--- config.mk ---
export PLATFORM = sky130hd
export DESIGN_NAME = udp_frame_receive_filter_unit_flat
export DESIGN_NICKNAME = d
export VERILOG_FILES = /design/src/sv/udp_frf_pkg.sv /design/src/sv/udp_frf_chan_if.sv /design/src/sv/udp_frf_parser.sv /design/src/sv/udp_frame_receive_filter_unit.sv /design/src/flat_wrapper.sv
export VERILOG_INCLUDE_DIRS = /design/src /design/src/sv
export SDC_FILE = /design/constraint.sdc
export NUM_CORES = 1
export LEC_CHECK = 0
export CORE_MARGIN = 10
export CORE_UTILIZATION = 25
export DETAILED_ROUTE_END_ITERATION = 12
export DONT_BUFFER_PORTS = 1
export GPL_TIMING_DRIVEN = 0
export PLACE_DENSITY = 0.49
export SLEW_MARGIN = 20
export SYNTH_ARGS = -nofsm -noshare
export SYNTH_HDL_FRONTEND = slang
export SYNTH_HIERARCHICAL = 1
export SYNTH_SLANG_ARGS = --single-unit
--- constraint.sdc ---
create_clock -name clk -period 11.2 [get_ports clk]
set_input_delay 1.68 -clock clk [delete_from_list [all_inputs] [get_ports clk]]
set_output_delay 1.68 -clock clk [all_outputs]
set_load 0.02 [all_outputs]
--- src/sv/udp_frame_receive_filter_unit_macros.svh ---
// ----------------------------------------------------------------------------
// UDP frame receive filter assertion macros
// Shared concurrent assertion forms used by the filter top level.
// ----------------------------------------------------------------------------
`ifndef UDP_FRAME_RECEIVE_FILTER_UNIT_MACROS_SVH
`define UDP_FRAME_RECEIVE_FILTER_UNIT_MACROS_SVH

// Same-cycle implication, disabled while reset is asserted.
`define UFRF_ASSERT_NOW(label, clk, rst_n, ante, cons, msg) \
    label: assert property (@(posedge clk) disable iff (!rst_n) (ante) |-> (cons)) \
        else $error(msg);

// Next-cycle implication, disabled while reset is asserted.
`define UFRF_ASSERT_NEXT(label, clk, rst_n, ante, cons, msg) \
    label: assert property (@(posedge clk) disable iff (!rst_n) (ante) |=> (cons)) \
        else $error(msg);

`endif

--- src/sv/udp_frf_pkg.sv ---
// ----------------------------------------------------------------------------
// UDP frame receive filter package
// Shared widths, protocol constants, reason codes and the result type.
// ----------------------------------------------------------------------------
package udp_frf_pkg;

    localparam int MAX_FRAME = 2048;
    localparam int OFFSET_W  = $clog2(MAX_FRAME + 1);
    // wide enough for header position plus a full UDP length
    localparam int SUM_W     = 17;

    localparam logic [SUM_W-1:0] MAX_FRAME_S   = SUM_W'(MAX_FRAME);
    localparam logic [SUM_W-1:0] OFS_TYPE_HI   = SUM_W'(12);
    localparam logic [SUM_W-1:0] OFS_TYPE_LO   = SUM_W'(13);
    localparam logic [SUM_W-1:0] OFS_IHL       = SUM_W'(14);
    localparam logic [SUM_W-1:0] OFS_PROTO     = SUM_W'(23);
    localparam logic [SUM_W-1:0] LEN_ETH_HDR   = SUM_W'(14);
    localparam logic [SUM_W-1:0] LEN_IHL_BYTE  = SUM_W'(15);
    localparam logic [SUM_W-1:0] LEN_MIN_IP    = SUM_W'(24);
    localparam logic [SUM_W-1:0] UDP_HDR_BYTES = SUM_W'(8);

    localparam logic [15:0] ETHERTYPE_IPV4   = 16'h0800;
    localparam logic [7:0]  PROTO_UDP        = 8'd17;
    localparam logic [3:0]  MIN_HDR_WORDS    = 4'd5;
    localparam logic [15:0] UDP_MIN_LEN      = 16'd8;
    localparam logic [15:0] LOCAL_PORT_RESET = 16'd9999;

    localparam logic [2:0] REASON_OK        = 3'd0;
    localparam logic [2:0] REASON_NOT_IPV4  = 3'd1;
    localparam logic [2:0] REASON_NOT_UDP   = 3'd2;
    localparam logic [2:0] REASON_PORT      = 3'd3;
    localparam logic [2:0] REASON_TRUNCATED = 3'd4;
    localparam logic [2:0] REASON_BAD_LEN   = 3'd5;

    localparam int           PADDR_W        = 3;
    localparam logic [0:0]   CFG_LOCAL_PORT = 1'b0;

    typedef struct packed {
        logic [7:0]  byte_out;
        logic        is_payload;
        logic        frame_end;
        logic        accepted;
        logic [15:0] data_len;
        logic [2:0]  reject_reason;
    } result_t;

    typedef struct packed {
        logic frame_start;
    } parse_status_t;

endpackage

--- src/sv/udp_frf_chan_if.sv ---
// ----------------------------------------------------------------------------
// UDP frame receive filter channels
// Valid/ready byte input channel and result output channel.
// ----------------------------------------------------------------------------
interface udp_frf_in_if;
    logic       valid;
    logic       ready;
    logic [7:0] data_byte;
    logic       frame_last;

    modport source (output valid, output data_byte, output frame_last, input ready);
    modport sink   (input valid, input data_byte, input frame_last, output ready);
endinterface

interface udp_frf_out_if;
    logic        valid;
    logic        ready;
    logic [7:0]  byte_out;
    logic        is_payload;
    logic        frame_end;
    logic        accepted;
    logic [15:0] data_len;
    logic [2:0]  reject_reason;

    modport source (output valid, output byte_out, output is_payload, output frame_end,
                    output accepted, output data_len, output reject_reason,
                    input ready);
    modport sink   (input valid, input byte_out, input is_payload, input frame_end,
                    input accepted, input data_len, input reject_reason,
                    output ready);
endinterface

--- src/sv/udp_frf_parser.sv ---
// ----------------------------------------------------------------------------
// UDP frame receive filter header parser
// Tracks the byte offset, captures header fields and judges each frame.
// ----------------------------------------------------------------------------
module udp_frf_parser
(
    input  logic                     clk,
    input  logic                     rst_n,
    input  logic                     fire,
    input  logic [7:0]               data_byte,
    input  logic                     frame_last,
    input  logic [15:0]              local_port,
    output udp_frf_pkg::result_t     result,
    output udp_frf_pkg::parse_status_t status
);

    logic [udp_frf_pkg::OFFSET_W-1:0] offset_reg, offset_next;
    logic [15:0] ether_type_reg, ether_type_next;
    logic [3:0]  header_words_reg, header_words_next;
    logic [7:0]  ip_protocol_reg, ip_protocol_next;
    logic [15:0] dest_port_reg, dest_port_next;
    logic [15:0] udp_length_reg, udp_length_next;

    logic [udp_frf_pkg::SUM_W-1:0] pos;
    logic [udp_frf_pkg::SUM_W-1:0] udp_pos;
    logic [udp_frf_pkg::SUM_W-1:0] udp_end;
    logic [udp_frf_pkg::SUM_W-1:0] len;
    logic                          in_bound;
    logic                          hdr_match;
    logic [2:0]                    reason;

    always_comb
    begin
        pos      = udp_frf_pkg::SUM_W'(offset_reg);
        in_bound = (pos < udp_frf_pkg::MAX_FRAME_S);

        ether_type_next   = ether_type_reg;
        header_words_next = header_words_reg;
        ip_protocol_next  = ip_protocol_reg;
        dest_port_next    = dest_port_reg;
        udp_length_next   = udp_length_reg;

        // capture fixed-position Ethernet and IPv4 fields
        if (in_bound)
        begin
            if (pos == udp_frf_pkg::OFS_TYPE_HI)
                ether_type_next = {data_byte, ether_type_reg[7:0]};
            else if (pos == udp_frf_pkg::OFS_TYPE_LO)
                ether_type_next = {ether_type_reg[15:8], data_byte};
            else if (pos == udp_frf_pkg::OFS_IHL)
                header_words_next = data_byte[3:0];
            else if (pos == udp_frf_pkg::OFS_PROTO)
                ip_protocol_next = data_byte;
        end

        // UDP header starts after the Ethernet and IPv4 headers
        udp_pos = udp_frf_pkg::LEN_ETH_HDR
                + udp_frf_pkg::SUM_W'({header_words_next, 2'b00});

        if (in_bound)
        begin
            if (pos == udp_pos + udp_frf_pkg::SUM_W'(2))
                dest_port_next = {data_byte, dest_port_reg[7:0]};
            else if (pos == udp_pos + udp_frf_pkg::SUM_W'(3))
                dest_port_next = {dest_port_reg[15:8], data_byte};
            else if (pos == udp_pos + udp_frf_pkg::SUM_W'(4))
                udp_length_next = {data_byte, udp_length_reg[7:0]};
            else if (pos == udp_pos + udp_frf_pkg::SUM_W'(5))
                udp_length_next = {udp_length_reg[15:8], data_byte};
        end

        udp_end   = udp_pos + udp_frf_pkg::SUM_W'(udp_length_next);
        hdr_match = (ether_type_next == udp_frf_pkg::ETHERTYPE_IPV4)
                 && (header_words_next >= udp_frf_pkg::MIN_HDR_WORDS)
                 && (ip_protocol_next == udp_frf_pkg::PROTO_UDP)
                 && (dest_port_next == local_port)
                 && (udp_length_next >= udp_frf_pkg::UDP_MIN_LEN);

        // saturate the offset at the frame bound
        len = in_bound ? pos + udp_frf_pkg::SUM_W'(1) : pos;

        if (len < udp_frf_pkg::LEN_ETH_HDR)
            reason = udp_frf_pkg::REASON_TRUNCATED;
        else if (ether_type_next != udp_frf_pkg::ETHERTYPE_IPV4)
            reason = udp_frf_pkg::REASON_NOT_IPV4;
        else if (len < udp_frf_pkg::LEN_IHL_BYTE)
            reason = udp_frf_pkg::REASON_TRUNCATED;
        else if (header_words_next < udp_frf_pkg::MIN_HDR_WORDS)
            reason = udp_frf_pkg::REASON_BAD_LEN;
        else if (len < udp_frf_pkg::LEN_MIN_IP)
            reason = udp_frf_pkg::REASON_TRUNCATED;
        else if (ip_protocol_next != udp_frf_pkg::PROTO_UDP)
            reason = udp_frf_pkg::REASON_NOT_UDP;
        else if (len < udp_pos + udp_frf_pkg::UDP_HDR_BYTES)
            reason = udp_frf_pkg::REASON_TRUNCATED;
        else if (dest_port_next != local_port)
            reason = udp_frf_pkg::REASON_PORT;
        else if (udp_length_next < udp_frf_pkg::UDP_MIN_LEN)
            reason = udp_frf_pkg::REASON_BAD_LEN;
        else if (len < udp_end)
            reason = udp_frf_pkg::REASON_TRUNCATED;
        else
            reason = udp_frf_pkg::REASON_OK;

        result.byte_out   = data_byte;
        result.is_payload = in_bound && hdr_match
                         && (pos >= udp_pos + udp_frf_pkg::UDP_HDR_BYTES)
                         && (pos < udp_end);
        result.frame_end  = frame_last;
        if (frame_last)
        begin
            result.accepted      = (reason == udp_frf_pkg::REASON_OK);
            result.reject_reason = reason;
            result.data_len      = (reason == udp_frf_pkg::REASON_OK)
                                 ? udp_length_next - udp_frf_pkg::UDP_MIN_LEN : 16'd0;
        end
        else
        begin
            result.accepted      = 1'b0;
            result.reject_reason = udp_frf_pkg::REASON_OK;
            result.data_len      = 16'd0;
        end

        offset_next = in_bound ? offset_reg + udp_frf_pkg::OFFSET_W'(1) : offset_reg;

        status.frame_start = (offset_reg == '0);
    end

    always_ff @(posedge clk or negedge rst_n)
    begin
        if (!rst_n)
        begin
            offset_reg       <= '0;
            ether_type_reg   <= '0;
            header_words_reg <= '0;
            ip_protocol_reg  <= '0;
            dest_port_reg    <= '0;
            udp_length_reg   <= '0;
        end
        else if (fire)
        begin
            if (frame_last)
            begin
                // clear for the next frame
                offset_reg       <= '0;
                ether_type_reg   <= '0;
                header_words_reg <= '0;
                ip_protocol_reg  <= '0;
                dest_port_reg    <= '0;
                udp_length_reg   <= '0;
            end
            else
            begin
                offset_reg       <= offset_next;
                ether_type_reg   <= ether_type_next;
                header_words_reg <= header_words_next;
                ip_protocol_reg  <= ip_protocol_next;
                dest_port_reg    <= dest_port_next;
                udp_length_reg   <= udp_length_next;
            end
        end
    end

endmodule

--- src/sv/udp_frame_receive_filter_unit.sv ---
// ----------------------------------------------------------------------------
// UDP frame receive filter
// Ethernet/IPv4/UDP destination port filter on a byte stream.
// ----------------------------------------------------------------------------
// Usage:
//   in_chan carries one frame byte per transfer in wire order, with
//   frame_last high on the final byte. out_chan returns one result per
//   input byte: the byte itself, a payload flag for bytes of a matching
//   frame, and on the final byte the verdict, reject reason and payload
//   length.
//   The APB port holds local_port at byte address 0 (reset value 9999);
//   write it only while no frame is in flight.
//   A byte accepted on in_chan is registered and shows on out_chan in the
//   next cycle. Throughput is one byte per cycle while the receiver takes
//   each result, set by the single result register; the header parser
//   decides each byte in one combinational pass.
//   When the receiver stalls, the result register holds and in_chan.ready
//   drops until the result is taken; the next byte moves in the same cycle
//   the pending result leaves.
//   Reset clears the frame state, drops out_chan.valid and restores
//   local_port to its reset value.
// ----------------------------------------------------------------------------
`include "udp_frame_receive_filter_unit_macros.svh"

module udp_frame_receive_filter_unit
(
    input  logic                              clk,
    input  logic                              rst_n,
    udp_frf_in_if.sink                        in_chan,
    udp_frf_out_if.source                     out_chan,
    input  logic                              psel,
    input  logic                              penable,
    input  logic                              pwrite,
    input  logic [udp_frf_pkg::PADDR_W-1:0]   paddr,
    input  logic [31:0]                       pwdata,
    output logic [31:0]                       prdata,
    output logic                              pready
);

    logic [15:0]                local_port_reg;
    logic                       cfg_write;
    logic [0:0]                 cfg_index;

    logic                       in_fire;
    logic                       out_valid_reg;
    udp_frf_pkg::result_t       out_res_reg;
    udp_frf_pkg::result_t       parse_res;
    udp_frf_pkg::parse_status_t parse_status;

    // ------------------------------------------------------------------
    // Configuration port: one register, zero wait states
    // ------------------------------------------------------------------
    assign pready    = 1'b1;
    assign cfg_index = paddr[udp_frf_pkg::PADDR_W-1:2];
    assign cfg_write = psel && penable && pwrite && pready;

    always_comb
    begin
        unique case (cfg_index)
            udp_frf_pkg::CFG_LOCAL_PORT: prdata = {16'd0, local_port_reg};
            default:                     prdata = 32'd0;
        endcase
    end

    always_ff @(posedge clk or negedge rst_n)
    begin
        if (!rst_n)
            local_port_reg <= udp_frf_pkg::LOCAL_PORT_RESET;
        else if (cfg_write && (cfg_index == udp_frf_pkg::CFG_LOCAL_PORT))
            local_port_reg <= pwdata[15:0];
    end

    // ------------------------------------------------------------------
    // Input handshake: take a byte whenever the result register is free
    // or being drained in this cycle
    // ------------------------------------------------------------------
    assign in_chan.ready = !out_valid_reg || out_chan.ready;
    assign in_fire       = in_chan.valid && in_chan.ready;

    udp_frf_parser u_parser
    (
        .clk        (clk),
        .rst_n      (rst_n),
        .fire       (in_fire),
        .data_byte  (in_chan.data_byte),
        .frame_last (in_chan.frame_last),
        .local_port (local_port_reg),
        .result     (parse_res),
        .status     (parse_status)
    );

    // ------------------------------------------------------------------
    // Result register: load on every input transfer, hold while stalled
    // ------------------------------------------------------------------
    always_ff @(posedge clk or negedge rst_n)
    begin
        if (!rst_n)
            out_valid_reg <= 1'b0;
        else if (in_fire)
            out_valid_reg <= 1'b1;
        else if (out_chan.ready)
            out_valid_reg <= 1'b0;
    end

    always_ff @(posedge clk)
    begin
        if (in_fire)
            out_res_reg <= parse_res;
    end

    assign out_chan.valid         = out_valid_reg;
    assign out_chan.byte_out      = out_res_reg.byte_out;
    assign out_chan.is_payload    = out_res_reg.is_payload;
    assign out_chan.frame_end     = out_res_reg.frame_end;
    assign out_chan.accepted      = out_res_reg.accepted;
    assign out_chan.data_len      = out_res_reg.data_len;
    assign out_chan.reject_reason = out_res_reg.reject_reason;

    // ------------------------------------------------------------------
    // Checks
    // ------------------------------------------------------------------
    // A last byte transfer must leave a frame-end result and rewind the parser.
    `UFRF_ASSERT_NEXT(a_last_to_end, clk, rst_n, in_fire && in_chan.frame_last, out_chan.valid && out_chan.frame_end && parse_status.frame_start, "last byte did not close the frame")
    // Input back-pressure only comes from a pending, untaken result.
    `UFRF_ASSERT_NOW(a_stall_cause, clk, rst_n, !in_chan.ready, out_chan.valid && !out_chan.ready, "input stalled without a pending result")
    // A verdict of accept carries reason ok and never shows mid-frame.
    `UFRF_ASSERT_NOW(a_accept_ok, clk, rst_n, out_chan.valid && out_chan.accepted, out_chan.frame_end && (out_chan.reject_reason == udp_frf_pkg::REASON_OK), "accept without frame end or with a reject code")

endmodule
--- src/flat_wrapper.sv ---
// flat-port wrapper written by rule: the top's interface ports become plain ports
module udp_frame_receive_filter_unit_flat 
  (clk, rst_n, psel, penable, pwrite, paddr, pwdata, prdata, pready, in_chan_valid, in_chan_data_byte, in_chan_frame_last, in_chan_ready, out_chan_valid, out_chan_byte_out, out_chan_is_payload, out_chan_frame_end, out_chan_accepted, out_chan_data_len, out_chan_reject_reason, out_chan_ready);
  udp_frf_in_if in_chan_i ();
  udp_frf_out_if out_chan_i ();
  input  logic clk;
  input  logic rst_n;
  input  logic psel;
  input  logic penable;
  input  logic pwrite;
  input  logic [udp_frf_pkg::PADDR_W-1:0] paddr;
  input  logic [31:0] pwdata;
  output logic [31:0] prdata;
  output logic pready;
  input wire logic [$bits(in_chan_i.valid)-1:0] in_chan_valid;
  input wire logic [$bits(in_chan_i.data_byte)-1:0] in_chan_data_byte;
  input wire logic [$bits(in_chan_i.frame_last)-1:0] in_chan_frame_last;
  output wire logic [$bits(in_chan_i.ready)-1:0] in_chan_ready;
  output wire logic [$bits(out_chan_i.valid)-1:0] out_chan_valid;
  output wire logic [$bits(out_chan_i.byte_out)-1:0] out_chan_byte_out;
  output wire logic [$bits(out_chan_i.is_payload)-1:0] out_chan_is_payload;
  output wire logic [$bits(out_chan_i.frame_end)-1:0] out_chan_frame_end;
  output wire logic [$bits(out_chan_i.accepted)-1:0] out_chan_accepted;
  output wire logic [$bits(out_chan_i.data_len)-1:0] out_chan_data_len;
  output wire logic [$bits(out_chan_i.reject_reason)-1:0] out_chan_reject_reason;
  input wire logic [$bits(out_chan_i.ready)-1:0] out_chan_ready;
  assign in_chan_i.valid = in_chan_valid;
  assign in_chan_i.data_byte = in_chan_data_byte;
  assign in_chan_i.frame_last = in_chan_frame_last;
  assign in_chan_ready = in_chan_i.ready;
  assign out_chan_valid = out_chan_i.valid;
  assign out_chan_byte_out = out_chan_i.byte_out;
  assign out_chan_is_payload = out_chan_i.is_payload;
  assign out_chan_frame_end = out_chan_i.frame_end;
  assign out_chan_accepted = out_chan_i.accepted;
  assign out_chan_data_len = out_chan_i.data_len;
  assign out_chan_reject_reason = out_chan_i.reject_reason;
  assign out_chan_i.ready = out_chan_ready;
  udp_frame_receive_filter_unit u_core (.clk(clk), .rst_n(rst_n), .in_chan(in_chan_i), .out_chan(out_chan_i), .psel(psel), .penable(penable), .pwrite(pwrite), .paddr(paddr), .pwdata(pwdata), .prdata(prdata), .pready(pready));
endmodule
==> impl_metrics.tcl, run 1 <==
set metrics [dict create \
    outcome "finished clean" \
    routed-via-count 6579 \
    grt_overflow_total 0 \
    cts_buffers 17 \
    die_y_um 202 \
    critPathKind "reg -> reg" \
    clock_skew_ns 0.00902 \
    diodes 0 \
    fin_setup_tns_ns 0 \
    peakVddDrop_uv 111 \
    drt-pass1-iter-count 5 \
    slew_headroom 0.338 \
    instances_no_fill 1359 \
    clkSinkCount 119 \
    viasPerCell 4.84 \
    period_share 0.936 \
    grt_antenna_before_repair 0 \
    grt_pass1_vias 6604 \
    worstPathRequired_ns 11.33 \
    critPathMaxStageDelay_ns 0.64 \
    gp_congestion 0.850 \
    worst_r2r_path_depth 34 \
    hold_class "reg -> reg" \
    cap_violations 0 \
    fmax_mhz 95.4 \
    syn_area_um2 8310 \
    critPathMaxFanout 10 \
    ioPinCount 116 \
    post_cts_buffers 0 \
    clock_path_buffers 2 \
    crit_family "compound AO/OA/AOI/OAI gates" \
    min-delay-start "u_core/u_parser/ether_type_reg[11]" \
    nets 1004 \
    htreeDepth 4 \
    hold_viol 0 \
    fp.dieW_um 202 \
    syn_to_final_growth_pct 15.2 \
    cp_data_arrival_time_ns 10.62 \
    holdWs_ns 0.479 \
    cp-start-kind "flip-flop" \
    holdPathEnd "u_core/u_parser/ether_type_reg[11]" \
    cts_tree "built" \
    min_period_ns 10.49 \
    root_buffer "clkbuf_16" \
    die_area_um2 40900 \
    r2r_end "u_core/out_chan.data_len[10]" \
    drt_wl_total_mm 25.6 \
    p_per_area_nw_per_um2 128 \
    slew_violations 0 \
    clk_pin_slew_ns 0.06 \
    wl_per_cell_um 18.8 \
    drc 0 \
    grt_pass1_wl_mm 40.3 \
    synth_area_per_cell_um2 9.57 \
    reg2reg_slack_ns 0.71 \
    drt_iter0_drc 545 \
    hold_depth 2 \
    core_region_area_um2 32700 \
    setup_viol_count_final 0 \
    crit_cells 34 \
    rsz0062_at_grt "false" \
    num_rows 66 \
    final_antenna_net_count 0 \
    p_total_mw 1.22 \
    dp_cells 1327 \
    start_util 0.254 \
    power_leakage_nw 4.02 \
    yosys_warnings 6 \
    critPathCaptureType "flip-flop" \
    grt_max_degree 90 \
    dp_hpwl_mm 19.6 \
    crit_buf_inv 7 \
    layout-drive-gt1-share 0.144 \
    syn_inst 868 \
    port_buffers 0 \
    track_usage 0.125 \
    clkLatencyLatePin_ns 0.42 \
    cpMostUsedCell "ha_1" \
    cp_slowest_cell "or4b_2" \
    final_common_cell "nand2_1" \
    tightest_slew_ns 0.966 \
    final_cell_mix "nand2_1, dfrtp_1, o21ai_0, inv_1, ha_1" \
    crit_start "u_core/u_parser/offset_reg[1]" \
    r2r-start "u_core/u_parser/offset_reg[1]" \
]
[worst max-delay path by stage]
stage / endpoint / slack (ns)
finish: u_core/out_chan.data_len[10] / 0.71
global route: u_core/out_chan.data_len[7] / 0.09
CTS: u_core/out_chan.data_len[15] / 0.40
detailed placement: u_core/out_chan.data_len[11] / 0.37
global placement: u_core/out_chan.accepted / 0.45
floorplan: u_core/out_chan.accepted / 2.12
[layer usage]
layer | GRT usage | vias to the layer above | part of all wire
li1 | - | 3155 | -
met3 | 0.0262 | 25 | 0.044
met1 | 0.167 | 3230 | 0.46
met4 | 0.0378 | 0 | 0.018
met5 | 0 | - | 0
met2 | 0.198 | 169 | 0.47
[cell type report]
cell class              count  area (um^2)
inverters                  58          218
flip-flops and latches    119         3140
multi-input cells         640         4630
plain buffers              67          392
fillers                  3490        23100
clock buffers              18          439
well taps                 442          553
clock inverters            14          174
repair buffers              1         27.5
[repair_timing]
item                       CTS  global route
hold buffers                 0             0
resized for setup            0             2
setup endpoints to repair    0            16
[worst reg2reg max path: cells and delay by family, from the launching register on]
family                   cells  cell delay (ns)
AND/OR/NAND/NOR              5             1.83
flip-flops                   1             0.54
AO/OA/AOI/OAI               12             3.02
XOR/XNOR                     3             0.82
adder cells (fa/ha/maj)      5             1.71
buffers and inverters        7             1.48
multiplexers                 2             0.81
[stage by stage]
stage	utilization	instance area, um^2	setup WS (ns)
2_1_floorplan	-	8370	2.12
3_3_place_gp	0.273	8920	0.450
3_5_place_dp	0.274	8950	0.372
4_1_cts	0.292	9560	0.400
5_1_grt	0.293	9570	0.0899
6_report	0.293	9570	0.713
[power breakdown]
| part | switching (mW) | internal, mW | total (mW) |
|---|---|---|---|
| Combinational | 0.0857 | 0.0569 | 0.143 |
| Sequential | 0.0333 | 0.471 | 0.505 |
| Clock | 0.216 | 0.358 | 0.574 |
| Total | 0.335 | 0.886 | 1.22 |
Note: power is estimated with default switching activity, not from simulation.
==> run 2, diff against run 1 <==
Settings changed: CELL_PAD_IN_SITES_DETAIL_PLACEMENT set to 1, CELL_PAD_IN_SITES_GLOBAL_PLACEMENT set to 1, PLACE_DENSITY 0.49 to 0.57.
==> run 2 against run 1 <==
Effect of this change: non-clock buffer count unchanged; routed wire length up 8.3%; hold slack worse by 0.00089 ns; highest routed layer unchanged.
==> impl_metrics.tcl, run 2 (synthesis gave the netlist of run 1 again) <==
set metrics [dict create \
    routed-via-count 6581 \
    cts_tree "built" \
    clkLatencyLatePin_ns 0.43 \
    rsz0062_at_grt "false" \
    p_total_mw 1.21 \
    cpMostUsedCell "ha_1" \
    drt_wl_total_mm 27.7 \
    die_y_um 202 \
    tightest_slew_ns 1.02 \
    fmax_mhz 95.8 \
    syn_to_final_growth_pct 14.9 \
    start_util 0.254 \
    hold_viol 0 \
    ioPinCount 116 \
    cp_slowest_cell "or4b_2" \
    critPathMaxFanout 10 \
    dpl_cell_area_um2 8940 \
    nets 1004 \
    setup_viol_count_final 0 \
    cap_violations 0 \
    grt_max_degree 90 \
    drc 0 \
    htreeDepth 4 \
    fp.dieW_um 202 \
    layout-drive-gt1-share 0.142 \
    grt_pass1_wl_mm 42.7 \
    gp_congestion 0.811 \
    die_area_um2 40900 \
    clock_path_buffers 2 \
    final_cell_mix "nand2_1, dfrtp_1, o21ai_0, inv_1, ha_1" \
    hold_buffers 0 \
    cp-start-kind "flip-flop" \
    hold_class "reg -> reg" \
    clock_skew_ns 0.0110 \
    clkSinkCount 119 \
    reg2reg_slack_ns 0.76 \
    critPathMaxStageDelay_ns 0.64 \
    grt_overflow_total 0 \
    port_buffers 0 \
    track_usage 0.134 \
    min_period_ns 10.44 \
    final_antenna_net_count 0 \
    outcome "finished clean" \
    peakVddDrop_uv 103 \
    power_leakage_nw 4.02 \
    post-route-cell-area_um2 9550 \
    period_share 0.932 \
    cts_buffers 17 \
    slew_headroom 0.300 \
    wl_per_cell_um 20.4 \
    core_region_area_um2 32700 \
    drt-pass1-iter-count 5 \
    cts_resized 0 \
    critPathKind "reg -> reg" \
    critPathCaptureType "flip-flop" \
    viasPerCell 4.84 \
    grt_antenna_before_repair 0 \
    grt_pass1_vias 6934 \
    dp_hpwl_mm 21.1 \
    holdWs_ns 0.478 \
    final_common_cell "nand2_1" \
    post_cts_buffers 0 \
    p_per_area_nw_per_um2 127 \
    slew_violations 0 \
    worstPathRequired_ns 11.34 \
    drt_iter0_drc 378 \
    diodes 0 \
    cp_data_arrival_time_ns 10.58 \
    fillers 3844 \
    root_buffer "clkbuf_16" \
    num_rows 66 \
    fin_setup_tns_ns 0 \
    clk_pin_slew_ns 0.06 \
]
## run 2: cell count changes in the layout (fill, tap and decap cells not counted), sizes merged
cell and delta:
bufinv -1, clkinvlp -1, clkinv -2, inv -3
clkbuf +7
## run 2: area by class of cell
type	instances	area, um^2	area share
Inverter	58	218	0.0228
Multi-Input combinational cell	640	4630	0.485
Clock inverter	7	91.3	0.00956
Timing Repair Buffer	1	20.0	0.00210
Clock buffer	25	505	0.0529
Tap cell	442	553	0.0579
Buffer	67	393	0.0411
Sequential cell	119	3140	0.329
## run 2: where the power goes
part / switching (mW) / total, mW / internal [mW]
Clock: 0.208 / 0.564 / 0.356
Sequential: 0.0341 / 0.505 / 0.471
Combinational: 0.0879 / 0.144 / 0.0566
Total: 0.330 / 1.21 / 0.884
## run 2: worst paths after layout
check | endpoint | start | cells after the start
worst max register to register | u_core/out_chan.data_len[12] | u_core/u_parser/offset_reg[1] | 34
min in group asynchronous | u_core/u_parser/offset_reg[1] | rst_n | 0
worst min-delay path | u_core/u_parser/ip_protocol_reg[4] | u_core/u_parser/ip_protocol_reg[4] | 2
worst max-delay path | u_core/out_chan.data_len[12] | u_core/u_parser/offset_reg[1] | 34
max in group asynchronous | u_core/local_port_reg[8] | rst_n | 0
worst min register to register | u_core/u_parser/ip_protocol_reg[4] | u_core/u_parser/ip_protocol_reg[4] | 2
## run 2: per-layer routing
layer	GRT usage	vias up	wire length, um
met2	0.213	110	13000
li1	-	3143	-
met5	0	-	0
met3	0.0289	16	1050
met4	0.0301	0	255
met1	0.183	3312	13400
## run 2: metrics by stage
| stage | instances | setup WS, ns | utilization |
|---|---|---|---|
| 3_3_place_gp | 1326 | 0.353 | 0.273 |
| 5_1_grt | 1359 | 0.173 | 0.292 |
| 3_5_place_dp | 1327 | 0.278 | 0.273 |
| 4_1_cts | 1359 | 0.178 | 0.292 |
| 2_1_floorplan | 884 | 2.12 | - |
| 6_report | 1359 | 0.761 | 0.292 |
## run 2: worst max-delay path, delay by kind of cell, from the launching register on
| family | cells | cell delay (ns) |
|---|---|---|
| adder cells (fa/ha/maj) | 5 | 1.72 |
| buffers and inverters | 7 | 1.35 |
| flip-flops | 1 | 0.58 |
| multiplexers | 2 | 0.85 |
| AO/OA/AOI/OAI | 12 | 3.00 |
| AND/OR/NAND/NOR | 5 | 1.90 |
| XOR/XNOR | 3 | 0.74 |
==> run 3, diff against run 2 <==
Settings changed: CORE_UTILIZATION 25 to 30, GPL_TIMING_DRIVEN 0 to unset, PLACE_DENSITY 0.57 to 0.64.
==> run 3 against run 2 <==
Effect of this change: count of clock-buffer cells in the layout is 6 lower; clock power is 4.1% higher; critical path depth is 5 lower; critical endpoint is now u_core/out_chan.data_len[4]; largest cell class unchanged.
==> impl_metrics.tcl, run 3 (synthesis gave the netlist of run 1 again) <==
set metrics [dict create \
    grt_pass1_wl_mm 40.2 \
    final_common_cell "nand2_1" \
    drt_wl_total_mm 25.4 \
    combPwrFrac 0.100 \
    worstPathRequired_ns 11.33 \
    fin_setup_tns_ns 0 \
    grt_overflow_total 0 \
    instances_no_fill 1232 \
    pwr-share-seq 0.416 \
    min_period_ns 10.12 \
    diodes 0 \
    slew_violations 0 \
    routed-via-count 6492 \
    viasPerCell 5.27 \
    die_area_um2 34700 \
    start_util 0.307 \
    drt_iter0_drc 462 \
    clock_skew_ns 0.0101 \
    sw_frac_of_total 0.275 \
    fillers 3075 \
    power_leakage_nw 3.85 \
    critPathMaxStageDelay_ns 0.63 \
    cpMostUsedCell "ha_1" \
    grt_pass1_vias 6643 \
    track_usage 0.144 \
    p_sw_mw 0.334 \
    fp.dieW_um 186 \
    peakVddDrop_uv 62.4 \
    syn_to_final_growth_pct 10.2 \
    hold_viol 0 \
    cp_data_arrival_time_ns 10.24 \
    cts_resized 0 \
    port_buffers 0 \
    htreeDepth 4 \
    hold_buffers 0 \
    critPathMaxFanout 16 \
    grt_antenna_before_repair 0 \
    grt_max_degree 90 \
    wl_per_cell_um 20.6 \
    clkSinkCount 119 \
    gp_congestion 0.875 \
    post-route-cell-area_um2 9160 \
    clk_pin_slew_ns 0.06 \
    p_per_area_nw_per_um2 132 \
    drc 0 \
    dp_cells 1200 \
    setup_viol_count_final 0 \
    critPathCaptureType "flip-flop" \
    fmax_mhz 98.8 \
    slew_headroom 0.378 \
    p_int_mw 0.879 \
    hold_class "reg -> reg" \
    critPathKind "reg -> reg" \
    ioPinCount 116 \
    layout-drive-gt1-share 0.120 \
    nets 947 \
    outcome "finished clean" \
    cap_violations 0 \
    die_y_um 186 \
    core_region_area_um2 27100 \
    cp_slowest_cell "nor4_4" \
    final_cell_mix "nand2_1, dfrtp_1, o21ai_0, inv_1, ha_1" \
    pwr-share-clk 0.484 \
    num_rows 60 \
    cts_buffers 17 \
    clkLatencyLatePin_ns 0.43 \
    cts_tree "built" \
    period_share 0.903 \
    final_antenna_net_count 0 \
    dp_hpwl_mm 18.4 \
    dpl_cell_area_um2 8530 \
    clock_path_buffers 2 \
    cp-start-kind "flip-flop" \
    post_cts_buffers 0 \
    rsz0062_at_grt "false" \
    drt-pass1-iter-count 5 \
    tightest_slew_ns 0.907 \
    root_buffer "clkbuf_16" \
]
-- run 3: path summary, 6_finish.rpt --
path	from	to	slack, ns	cells past startpoint
min in group asynchronous	rst_n	u_core/u_parser/ip_protocol_reg[3]	0.96	0
setup / recovery	u_core/u_parser/offset_reg[11]	u_core/out_chan.data_len[4]	1.08	29
hold reg to reg	u_core/u_parser/ether_type_reg[7]	u_core/u_parser/ether_type_reg[7]	0.49	2
hold / removal	u_core/u_parser/ether_type_reg[7]	u_core/u_parser/ether_type_reg[7]	0.49	2
max in group asynchronous	rst_n	u_core/local_port_reg[8]	9.97	0
setup reg to reg	u_core/u_parser/offset_reg[11]	u_core/out_chan.data_len[4]	1.08	29
-- run 3: cell type report --
| cell class | instances | area, um^2 | area share |
|---|---|---|---|
| clock buffers | 19 | 475 | 0.0519 |
| clock inverters | 13 | 154 | 0.0168 |
| inverters | 58 | 218 | 0.0238 |
| multi-input cells | 640 | 4620 | 0.505 |
| flip-flops and latches | 119 | 3140 | 0.343 |
| well taps | 372 | 465 | 0.0508 |
| repair buffers | 11 | 82.6 | 0.00902 |
-- run 3: metrics by stage --
stage / power (mW) / hold WS (ns) / utilization / setup slack [ns]
floorplan: 0.611 / 0.442 / - / 2.12
global placement: 0.631 / 0.460 / 0.315 / 1.21
detailed placement: 0.633 / 0.475 / 0.315 / 1.14
CTS: 1.23 / 0.488 / 0.338 / 1.13
global route: 1.26 / 0.515 / 0.338 / 0.288
finish: 1.21 / 0.485 / 0.338 / 1.08
-- run 3: metal layers --
layer | vias to the layer above | track usage | routed length (um)
li1 | 3042 | - | -
met1 | 3290 | 0.195 | 12200
met2 | 147 | 0.231 | 12000
met3 | 13 | 0.0274 | 1050
met4 | 0 | 0.0306 | 165
met5 | - | 0 | 0
-- run 3: critical path, delay by kind of cell (launching register included) --
kind	cells	cell delay, ns
DFF	1	0.56
and+or+nand+nor	5	2.34
AOI/OAI and AO/OA	11	3.17
muxes	2	0.95
buffers and inverters	4	0.57
xor gates and xnor gates	3	0.89
adders and majority gates	4	1.34
-- run 3: power by group through the flow --
stage          clock network [mW]  logic (mW)  registers, mW
2_1_floorplan                   0       0.109          0.501
4_1_cts                     0.602       0.121          0.505
3_3_place_gp                    0       0.118          0.513
5_1_grt                     0.622       0.132          0.508
3_5_place_dp                    0       0.120          0.514
6_report                    0.587       0.121          0.505
